**config.mk**
```make
export PLATFORM = sky130hd
export DESIGN_NAME = block_reliability_order_sorter_top
export DESIGN_NICKNAME = d
export VERILOG_FILES = /design/src/rtl/core/bros_pkg.sv /design/src/rtl/core/bros_ctrl.sv /design/src/rtl/core/bros_dp.sv /design/src/rtl/core/block_reliability_order_sorter_top.sv
export SDC_FILE = /design/constraint.sdc
export NUM_CORES = 2
export LEC_CHECK = 0
export BUFFER_PORTS_ARGS = -buffer_cell sky130_fd_sc_hd__buf_2
export CORE_ASPECT_RATIO = 1.5
export CORE_MARGIN = 2
export CORE_UTILIZATION = 55
export DETAILED_ROUTE_END_ITERATION = 16
export PLACE_DENSITY = 0.75
export SYNTH_ARGS = -nofsm -noshare
export SYNTH_HDL_FRONTEND = slang
export SYNTH_SLANG_ARGS = --single-unit
```
**constraint.sdc**
```tcl
create_clock -name clk -period 22.1 [get_ports clk]
set_input_delay 1.105 -clock clk [delete_from_list [all_inputs] [get_ports clk]]
set_output_delay 1.105 -clock clk [all_outputs]
set_load 0.01 [all_outputs]
```
**src/rtl/core/bros_pkg.sv**
```systemverilog
package bros_pkg;

	// Fixed field widths
	localparam int LLR_WIDTH  = 8;
	localparam int INDEX_W    = 5;
	localparam int SUM_W      = 15;
	localparam int BITS_W     = 8;

	// Defaults for the top-level parameters
	localparam int DEF_MAX_BLOCKS     = 20;
	localparam int DEF_MAX_BLOCK_BITS = 128;

	// Block length register reset value and confidence ceiling
	localparam logic [BITS_W-1:0] BLOCK_BITS_RESET = 8'd128;
	localparam logic [SUM_W-1:0]  SUM_MAX          = 15'h7FFF;

	// Result status codes
	localparam logic STATUS_OK  = 1'b0;
	localparam logic STATUS_ERR = 1'b1;

	typedef struct packed {
		logic signed [LLR_WIDTH-1:0] llr;
		logic                        frame_end;
	} item_t;

	typedef struct packed {
		logic [INDEX_W-1:0] block_index;
		logic [SUM_W-1:0]   block_confidence;
		logic               status;
		logic               last;
	} result_t;

	// Controller to datapath
	typedef struct packed {
		logic step;
		logic emit;
	} dp_cmd_t;

	// Datapath to controller
	typedef struct packed {
		logic last_out;
	} dp_stat_t;

endpackage

```
**src/rtl/core/bros_ctrl.sv**
```systemverilog
module bros_ctrl (
	input  logic              clk,
	input  logic              arst_n,
	input  logic              start,
	input  logic              frame_end,
	input  bros_pkg::dp_stat_t stat,
	output bros_pkg::dp_cmd_t  cmd,
	output logic              busy
);
	import bros_pkg::*;

	localparam logic S_IDLE = 1'b0;
	localparam logic S_EMIT = 1'b1;

	logic state_q;
	logic state_d;

	// Take samples while idle, drain the table after the frame end
	always_comb begin
		cmd.step = (state_q == S_IDLE) && start;
		cmd.emit = (state_q == S_EMIT);
		busy     = (state_q == S_EMIT);
		state_d  = state_q;
		unique case (state_q)
			S_IDLE: begin
				if (start && frame_end) state_d = S_EMIT;
			end
			S_EMIT: begin
				if (stat.last_out) state_d = S_IDLE;
			end
			default: state_d = S_IDLE;
		endcase
	end

	always_ff @(posedge clk or negedge arst_n) begin
		if (!arst_n) begin
			state_q <= S_IDLE;
		end else begin
			state_q <= state_d;
		end
	end

endmodule

```
**src/rtl/core/bros_dp.sv**
```systemverilog
module bros_dp #(
	parameter int MAX_BLOCKS     = bros_pkg::DEF_MAX_BLOCKS,
	parameter int MAX_BLOCK_BITS = bros_pkg::DEF_MAX_BLOCK_BITS
) (
	input  logic                          clk,
	input  logic                          arst_n,
	input  bros_pkg::dp_cmd_t             cmd,
	input  bros_pkg::item_t               item,
	input  logic                          cfg_we,
	input  logic [bros_pkg::BITS_W-1:0]   cfg_data,
	output bros_pkg::dp_stat_t            stat,
	output logic                          result_valid,
	output bros_pkg::result_t             result
);
	import bros_pkg::*;

	localparam int CNT_W = $clog2(MAX_BLOCK_BITS + 1);
	localparam int CW    = $clog2(MAX_BLOCKS + 1);

	logic [BITS_W-1:0] bits_q;
	logic [CNT_W-1:0]  cnt_q;
	logic [SUM_W-1:0]  sum_q;
	logic              ovf_q;
	logic [CW-1:0]     count_q;

	logic [SUM_W-1:0]   conf_q [MAX_BLOCKS];
	logic [INDEX_W-1:0] idx_q  [MAX_BLOCKS];
	logic [SUM_W-1:0]   conf_d [MAX_BLOCKS];
	logic [INDEX_W-1:0] idx_d  [MAX_BLOCKS];

	logic              valid_q;
	result_t           res_q;

	logic [BITS_W-1:0]    eff_bits;
	logic [LLR_WIDTH-1:0] mag;
	logic [SUM_W:0]       sum_ext;
	logic [SUM_W-1:0]     sum_sat;
	logic [CNT_W-1:0]     cnt_inc;
	logic                 blk_done;
	logic                 room;
	logic                 do_insert;
	logic                 err;
	logic [MAX_BLOCKS-1:0] gt;
	logic [MAX_BLOCKS-1:0] prev_gt;

	// Clamp block length, accumulate magnitude with saturation
	always_comb begin
		eff_bits = bits_q;
		if (bits_q == '0) eff_bits = 8'd1;
		if (bits_q > BITS_W'(MAX_BLOCK_BITS)) eff_bits = BITS_W'(MAX_BLOCK_BITS);
		mag      = item.llr[LLR_WIDTH-1] ? (~item.llr + 1'b1) : item.llr;
		sum_ext  = {1'b0, sum_q} + (SUM_W+1)'(mag);
		sum_sat  = (sum_ext > {1'b0, SUM_MAX}) ? SUM_MAX : sum_ext[SUM_W-1:0];
		cnt_inc  = cnt_q + 1'b1;
		blk_done = (9'(cnt_inc) >= 9'(eff_bits));
		room     = (count_q < CW'(MAX_BLOCKS));
		do_insert = cmd.step && blk_done && room;
		err      = (cnt_q != '0) || ovf_q || (count_q == '0);
		stat.last_out = err || (count_q == CW'(1));
	end

	// Compare the new block against every stored entry at once
	always_comb begin
		for (int p = 0; p < MAX_BLOCKS; p++) begin
			gt[p] = (CW'(p) < count_q) && (conf_q[p] > sum_sat);
		end
		prev_gt = gt << 1;
	end

	// Stable insert on block completion, shift toward the head on emit
	always_comb begin
		for (int p = 0; p < MAX_BLOCKS; p++) begin
			conf_d[p] = conf_q[p];
			idx_d[p]  = idx_q[p];
		end
		if (do_insert) begin
			for (int p = 0; p < MAX_BLOCKS; p++) begin
				if ((gt[p] || (CW'(p) == count_q)) && !prev_gt[p]) begin
					conf_d[p] = sum_sat;
					idx_d[p]  = INDEX_W'(count_q);
				end
			end
			for (int p = 1; p < MAX_BLOCKS; p++) begin
				if (prev_gt[p]) begin
					conf_d[p] = conf_q[p-1];
					idx_d[p]  = idx_q[p-1];
				end
			end
		end else if (cmd.emit && !err) begin
			for (int p = 0; p < MAX_BLOCKS - 1; p++) begin
				conf_d[p] = conf_q[p+1];
				idx_d[p]  = idx_q[p+1];
			end
		end
	end

	// Hold the sorted table
	always_ff @(posedge clk) begin
		for (int p = 0; p < MAX_BLOCKS; p++) begin
			conf_q[p] <= conf_d[p];
			idx_q[p]  <= idx_d[p];
		end
	end

	// Frame counters and block length register
	always_ff @(posedge clk or negedge arst_n) begin
		if (!arst_n) begin
			bits_q  <= BLOCK_BITS_RESET;
			cnt_q   <= '0;
			sum_q   <= '0;
			ovf_q   <= 1'b0;
			count_q <= '0;
		end else begin
			if (cfg_we) bits_q <= cfg_data;
			if (cmd.step) begin
				if (blk_done) begin
					cnt_q <= '0;
					sum_q <= '0;
					if (room) count_q <= count_q + 1'b1;
					else      ovf_q   <= 1'b1;
				end else begin
					cnt_q <= cnt_inc;
					sum_q <= sum_sat;
				end
			end else if (cmd.emit) begin
				if (stat.last_out) begin
					cnt_q   <= '0;
					sum_q   <= '0;
					ovf_q   <= 1'b0;
					count_q <= '0;
				end else begin
					count_q <= count_q - 1'b1;
				end
			end
		end
	end

	// Register the outgoing transfer
	always_ff @(posedge clk or negedge arst_n) begin
		if (!arst_n) begin
			valid_q <= 1'b0;
		end else begin
			valid_q <= cmd.emit;
		end
	end

	always_ff @(posedge clk) begin
		if (cmd.emit) begin
			res_q.block_index      <= err ? '0 : idx_q[0];
			res_q.block_confidence <= err ? '0 : conf_q[0];
			res_q.status           <= err ? STATUS_ERR : STATUS_OK;
			res_q.last             <= stat.last_out;
		end
	end

	assign result_valid = valid_q;
	assign result       = res_q;

endmodule

```
**src/rtl/core/block_reliability_order_sorter_top.sv**
```systemverilog
// Sorts the blocks of a soft-decision frame weakest first. One sample is taken
// per cycle while busy is low; each completed block is inserted into the sorted
// table in the same cycle it completes, by comparing it against all stored
// entries in parallel. After the sample flagged frame_end, busy stays high while
// the single result port drains the table one entry a cycle, one result per
// block in the frame or a single result for a malformed frame. Each result
// appears for exactly one cycle with result_valid high and must be taken then:
// there is no way to stall the output. A bad length or too many blocks gives
// one result with status set, index and confidence zero, and last set.
module block_reliability_order_sorter_top #(
	parameter int MAX_BLOCKS     = bros_pkg::DEF_MAX_BLOCKS,
	parameter int MAX_BLOCK_BITS = bros_pkg::DEF_MAX_BLOCK_BITS
) (
	input  logic                        clk,
	input  logic                        arst_n,
	input  logic                        start,
	input  bros_pkg::item_t             item,
	output logic                        busy,
	input  logic                        cfg_we,
	input  logic [bros_pkg::BITS_W-1:0] cfg_data,
	output logic                        result_valid,
	output bros_pkg::result_t           result
);
	import bros_pkg::*;

	dp_cmd_t  cmd;
	dp_stat_t stat;

	bros_ctrl u_ctrl (
		.clk       (clk),
		.arst_n    (arst_n),
		.start     (start),
		.frame_end (item.frame_end),
		.stat      (stat),
		.cmd       (cmd),
		.busy      (busy)
	);

	bros_dp #(
		.MAX_BLOCKS     (MAX_BLOCKS),
		.MAX_BLOCK_BITS (MAX_BLOCK_BITS)
	) u_dp (
		.clk          (clk),
		.arst_n       (arst_n),
		.cmd          (cmd),
		.item         (item),
		.cfg_we       (cfg_we),
		.cfg_data     (cfg_data),
		.stat         (stat),
		.result_valid (result_valid),
		.result       (result)
	);

	// An error result is always the only result of its frame
	a_err_last: assert property (@(posedge clk) disable iff (!arst_n)
		result_valid && (result.status == STATUS_ERR) |-> result.last)
		else $error("error result without last");

	// Draining produces one transfer per busy cycle
	a_busy_emits: assert property (@(posedge clk) disable iff (!arst_n)
		busy |=> result_valid)
		else $error("busy cycle without result");

	// The final result returns the block to accepting samples
	a_last_idle: assert property (@(posedge clk) disable iff (!arst_n)
		result_valid && result.last |-> !busy)
		else $error("still busy after last result");

	// Draining starts only after an accepted frame end
	a_rose_busy: assert property (@(posedge clk) disable iff (!arst_n)
		$rose(busy) |-> $past(start && item.frame_end))
		else $error("busy without frame end");

endmodule

```
# [Word level (Yosys, flattened, before mapping)]
# Memories as Yosys holds them, arrays and structs flattened.
# Index checks and enable logic that the tools add are counted.
[totals] register_bits=61 mem_bits_rw=400 inputBits=21 output_inout_bits=24 wordCells=292 memories=2
[memory_table] memory="u_dp.conf_q" words=20 word_bits=15 read_ports=20 rd_clocked_by_memory_dff=0 wr=20 line="bros_dp.sv:26" rtl="logic [SUM_W-1:0] conf_q [MAX_BLOCKS];"
[memory_table] memory="u_dp.idx_q" words=20 word_bits=5 read_ports=20 rd_clocked_by_memory_dff=0 wr=20 line="bros_dp.sv:27" rtl="logic [INDEX_W-1:0] idx_q [MAX_BLOCKS];"
[classes] n_addsub=5 n_lt_le_gt_ge=44 n_eq_ne=23 mux=110 n_bitwise=2 reduce_logical=95
[op_table] op="$mux W15" n=45
[op_table] op="$mux W285" n=2
[op_table] op="$gt A15 B15 Y1" n=20
[op_table] op="$mux W5" n=45
[op_table] op="$mux W95" n=2
[op_table] op="$mux W8" n=7
[op_table] op="$logic_and A1 B1 Y1" n=44
[op_table] op="$eq A4 B5 Y1 const A" n=8
[op_table] op="$lt A4 B5 Y1 const A" n=8
[op_table] op="$logic_or A1 B1 Y1" n=23
[op_table] op="$eq A3 B5 Y1 const A" n=4
[op_table] op="$eq A5 B5 Y1 const A" n=4
[op_table] op="$logic_not A1 Y1" n=20
[op_table] op="$lt A3 B5 Y1 const A" n=4
[op_table] op="$lt A5 B5 Y1 const A" n=4
[op_table] op="$add A15 B8 Y16" n=1
[op_table] op="$add A8 B1 Y8 const B" n=2
[op_table] op="$gt A16 B15 Y1 const B" n=1
[op_table] op="$eq A2 B5 Y1 const A" n=2
[op_table] op="$lt A1 B5 Y1 const A" n=2
[op_table] op="$lt A2 B5 Y1 const A" n=2
[op_table] op="$ge A8 B8 Y1" n=1
[op_table] op="$gt A8 B8 Y1 const B" n=1
[op_table] op="$logic_not A8 Y1" n=1
[op_table] op="16 further kinds" n=26

# [Logic depth before layout (Yosys ltp)]
[logic_depth] ltp_word=13 depth_mapped=30 ltp_nobuf=25

# [Cells and area by module]
# Synthesis repeated with hierarchy kept, for this count alone.
[unflattened] cells_unflattened=3354 area_unflattened_um2=32049.5
[modules_own_cells] module="bros_dp" instances=1 cells_each=3349 area_per_inst_um2=31990.7
[modules_own_cells] module="bros_ctrl" instances=1 cells_each=5 area_per_inst_um2=58.8

# [Worst setup path before layout]
# OpenSTA, ideal clock, no wires.
[synth_path] kind="input to register" startpoint="input item[2] (netlist name)" endpoint="memory u_dp.conf_q[13][0] (netlist: u_dp.conf_q[3][15]) (enable)" setup_ns=0.469 arrival_ns=8.547 slack_ns=13.084 cell_stages=26 path_cell_list="or3_1 -> o31ai_1 -> xnor2_1 -> ha_1 -> buf_2 -> and3_1 -> and3_1 -> o31ai_2 -> buf_2 -> buf_2 -> buf_2 -> buf_1 -> nand3_1 -> clkbuf_1 -> inv_1 -> ha_1 -> nand4_1 -> nor2_1 -> o2111a_1 -> a32o_1 -> o221ai_1 -> a31oi_1 -> nor3_1 -> nor3b_1 -> a21oi_1 -> o311ai_0"
[synth_lines] item="start, declared" line="block_reliability_order_sorter_top.sv:17" rtl="input bros_pkg::item_t item,"
[synth_lines] item="end, declared" line="bros_dp.sv:26"

==> results.txt <==
DP HPWL: 76600 microns
Core Util, Final: 60.2%
Setup TNS: 0 ps
Post-synthesis sequential area ratio: 43.3%
Count of flip-flops with a built-in enable after synthesis: 422
Layout cells sized above 1: 8.81%
Status: complete, no violations
Post-Syn Nets: 3504
CTS tree: built
Clk_lat worst skew: 610 ps
Mapped Area: 31500 sq um
Fin nets: 3433
Count of unique library cells instantiated by Yosys: 90
Worst-path clk slew: 60 ps
CP cell instances: buf_2, or3_1, or4_1, nor3b_1, ha_1, o21ai_0, o21bai_1, o21ai_4, or3_1, nand3_1, inv_1, buf_4, ha_1, nand4_1, nor2_1, nand2_1, or4b_2, o311ai_0, nor3_1, o31ai_1, a22oi_1, nor3_1, or3_1
Setup crit end kind: register
N_diodes: 0
Crit-path most repeated cell: or3_1
Power Dens Cells: 134 nW/um^2
CTS Buf Count: 47
Commonest non-fill, non-tap cell in the layout: nand2_1
Critical path data arrival time: 8620 ps
Die Y: 297 microns
Post-Route Skew: 13.1 ps
Relative slew slack: 7.11%
Main synth FF type: edfxtp_1
Slowest CP cell: or3_1
Die width: 200 microns
Clk root buf: clkbuf_16
Worst EP required: 22320 ps
# port buffers: 44
Global-route wire length before repair: 162000 microns
Synth Instances: 3268
Mapped Avg Cell Area: 9.65 sq um
Sequential Area: 13600 sq um
Min-Delay Path Class: register to register
CTS Hold Bufs: 0
CTS Buffer Depth: 3
CTS Sinks: 461
DIE AREA: 59300 sq um
Most frequent cells in the layout: 517 x nand2_1, 422 x edfxtp_1, 324 x o21ai_0
Initial Util: 55.5%
Final Setup Violations: 0
Peak VDD IR: 0.000139 V
Placeable Area: 56800 sq um
Final hold vios: 0
Iteration-0 DRC Markers: 2641
Multi-input gate area: 16900 sq um
Congestion Overflow GR: 0
Setup bufs post-CTS: 0
Post-DRT Antenna Nets: 0
Post-route DRC: 0
FF+latch count, synth: 461
Routed WL: 107000 microns
Worst Max-Slew Pin Slew: 1390 ps
Leakage: 0.0133 uW
Average wire per standard cell: 26.8 microns
Max-slew violations: 0
Max-Cap Viols: 0
Largest net degree at the start of global routing: 256
# resized after CTS: 0
Yosys warns: 0
Fin crit share: 38.0%
Row cnt: 107
FILL cells: 4856
DR pass1 iterations: 7
Total GRT Usage: 35.8%
Top Ports: 45
Vias in the first global route: 27500
Gp weighted congestion: 0.942
Area added between synthesis and finish: 8.46%
Critical path type: input port to register
Worst Setup Start Kind: input port
Routed vias: 27600
Minimum clock period after layout: 8400 ps
Fraction of registers with async set/reset: 8.46%
Initial antenna violation count: 0
Max stage delay on crit path: 850 ps
Fmax: 119 MHz
Vias per Instance: 6.90
Critical path peak fanout: 20
H-tree Lvls: 2
RSZ-0062 raised after global routing: no
==> final timing paths <==
| path | slack (ps) | depth (start not counted) | endpoint | startpoint |
|---|---|---|---|---|
| worst max-delay path | 13700 | 23 | u_dp.conf_q[1][8]$_DFFE_PP_ | item[2] |
| worst min-delay path | 520 | 1 | u_dp.sum_q[4]$_DFFE_PN0P_ | u_dp.sum_q[4]$_DFFE_PN0P_ |
| worst max register to register | 14500 | 21 | u_dp.conf_q[1][8]$_DFFE_PP_ | u_dp.sum_q[0]$_DFFE_PN0P_ |
| worst min register to register | 520 | 1 | u_dp.sum_q[4]$_DFFE_PN0P_ | u_dp.sum_q[4]$_DFFE_PN0P_ |
| max in group asynchronous | 20720 | 1 | u_dp.cnt_q[5]$_DFFE_PN0P_ | arst_n |
| min in group asynchronous | 700 | 1 | u_dp.sum_q[0]$_DFFE_PN0P_ | arst_n |
==> final cells by class <==
type / count / share of cell area (%)
Multi-Input combinational cell: 2489 / 49.4
Sequential cell: 461 / 39.9
Clock buffer: 63 / 3.95
Tap cell: 763 / 2.79
Timing Repair Buffer: 127 / 2.54
Inverter: 71 / 0.779
Clock inverter: 24 / 0.673
==> cell families (layout without fill, tap and decap cells) <==
| family | Yosys count | count (layout) | share of synthesized area (%) |
|---|---|---|---|
| fa+ha+maj | 232 | 232 | 9.09 |
| buf+inv | 318 | 285 | 4.14 |
| compound gates | 936 | 936 | 19.7 |
| mux | 198 | 198 | 6.38 |
| xor+xnor | 76 | 76 | 2.11 |
| simple gates | 1047 | 1047 | 15.2 |
| flops | 461 | 461 | 43.3 |
==> stage by stage <==
step | hold slack [ps] | setup WS [ps] | instance area (sq um) | power (uW) | std cells
floorplan | 464 | 13080 | 31500 | 2900 | 3268
global route | 533 | 13450 | 34200 | 4810 | 3998
finish | 517 | 13700 | 34200 | 4600 | 3998
global placement | 502 | 13550 | 32600 | 3630 | 3911
detailed placement | 499 | 13320 | 32600 | 3690 | 3911
CTS | 517 | 13920 | 34200 | 4540 | 3998
==> per-layer routing <==
layer | track usage (%) | wire length [microns] | vias up | part of all wire (%)
li1 | - | - | 12300 | -
met1 | 43.6 | 40500 | 13500 | 38
met2 | 59.6 | 51800 | 1493 | 48
met3 | 5.07 | 7720 | 360 | 7.2
met4 | 22.1 | 7300 | 0 | 6.8
met5 | 0 | 0 | - | 0
==> sequential cells by signal (all words and copies together) (netlist names) <==
register,flops
u_ctrl.busy,1
u_dp.bits_q,8
u_dp.cnt_q,8
u_dp.conf_q,300
u_dp.count_q,5
u_dp.idx_q,100
u_dp.ovf_q,1
u_dp.result,22
u_dp.result_valid,1
u_dp.sum_q,15
==> synthesized netlist by cell type, types with 24 or more instances <==
master,count,area share [%]
a21o_1,28,0.67
a21oi_1,119,1.9
a22oi_1,31,0.74
a31oi_1,31,0.62
and2_1,27,0.54
buf_2,31,0.49
clkbuf_1,175,2.1
dfrtp_1,38,3.0
edfxtp_1,422,40
ha_1,214,8.5
inv_1,70,0.83
mux2i_1,175,5.6
nand2_1,517,6.2
nand2b_1,27,0.54
nand3_1,164,2.6
nand4_1,31,0.62
nor2_1,119,1.4
nor2b_1,24,0.48
nor3_1,36,0.57
o211ai_1,111,2.6
o21ai_0,327,5.2
o221ai_1,24,0.67
o31ai_1,24,0.57
xnor2_1,71,2.0
==> worst max-delay path: cells and delay by family <==
family	cells	cell delay [ps]
AND/OR/NAND/NOR	12	4590
AO/OA/AOI/OAI	6	1830
adder cells (fa/ha/maj)	2	600
buffers and inverters	3	450
==> report_power, final <==
part / leakage, uW / total (uW) / internal [uW] / switching, uW
sequential: 0.00435 / 1390 / 1220 / 169
combinational: 0.00821 / 2370 / 812 / 1560
clock: 0.000778 / 843 / 477 / 366
Note: power is estimated with default switching activity, not from simulation.
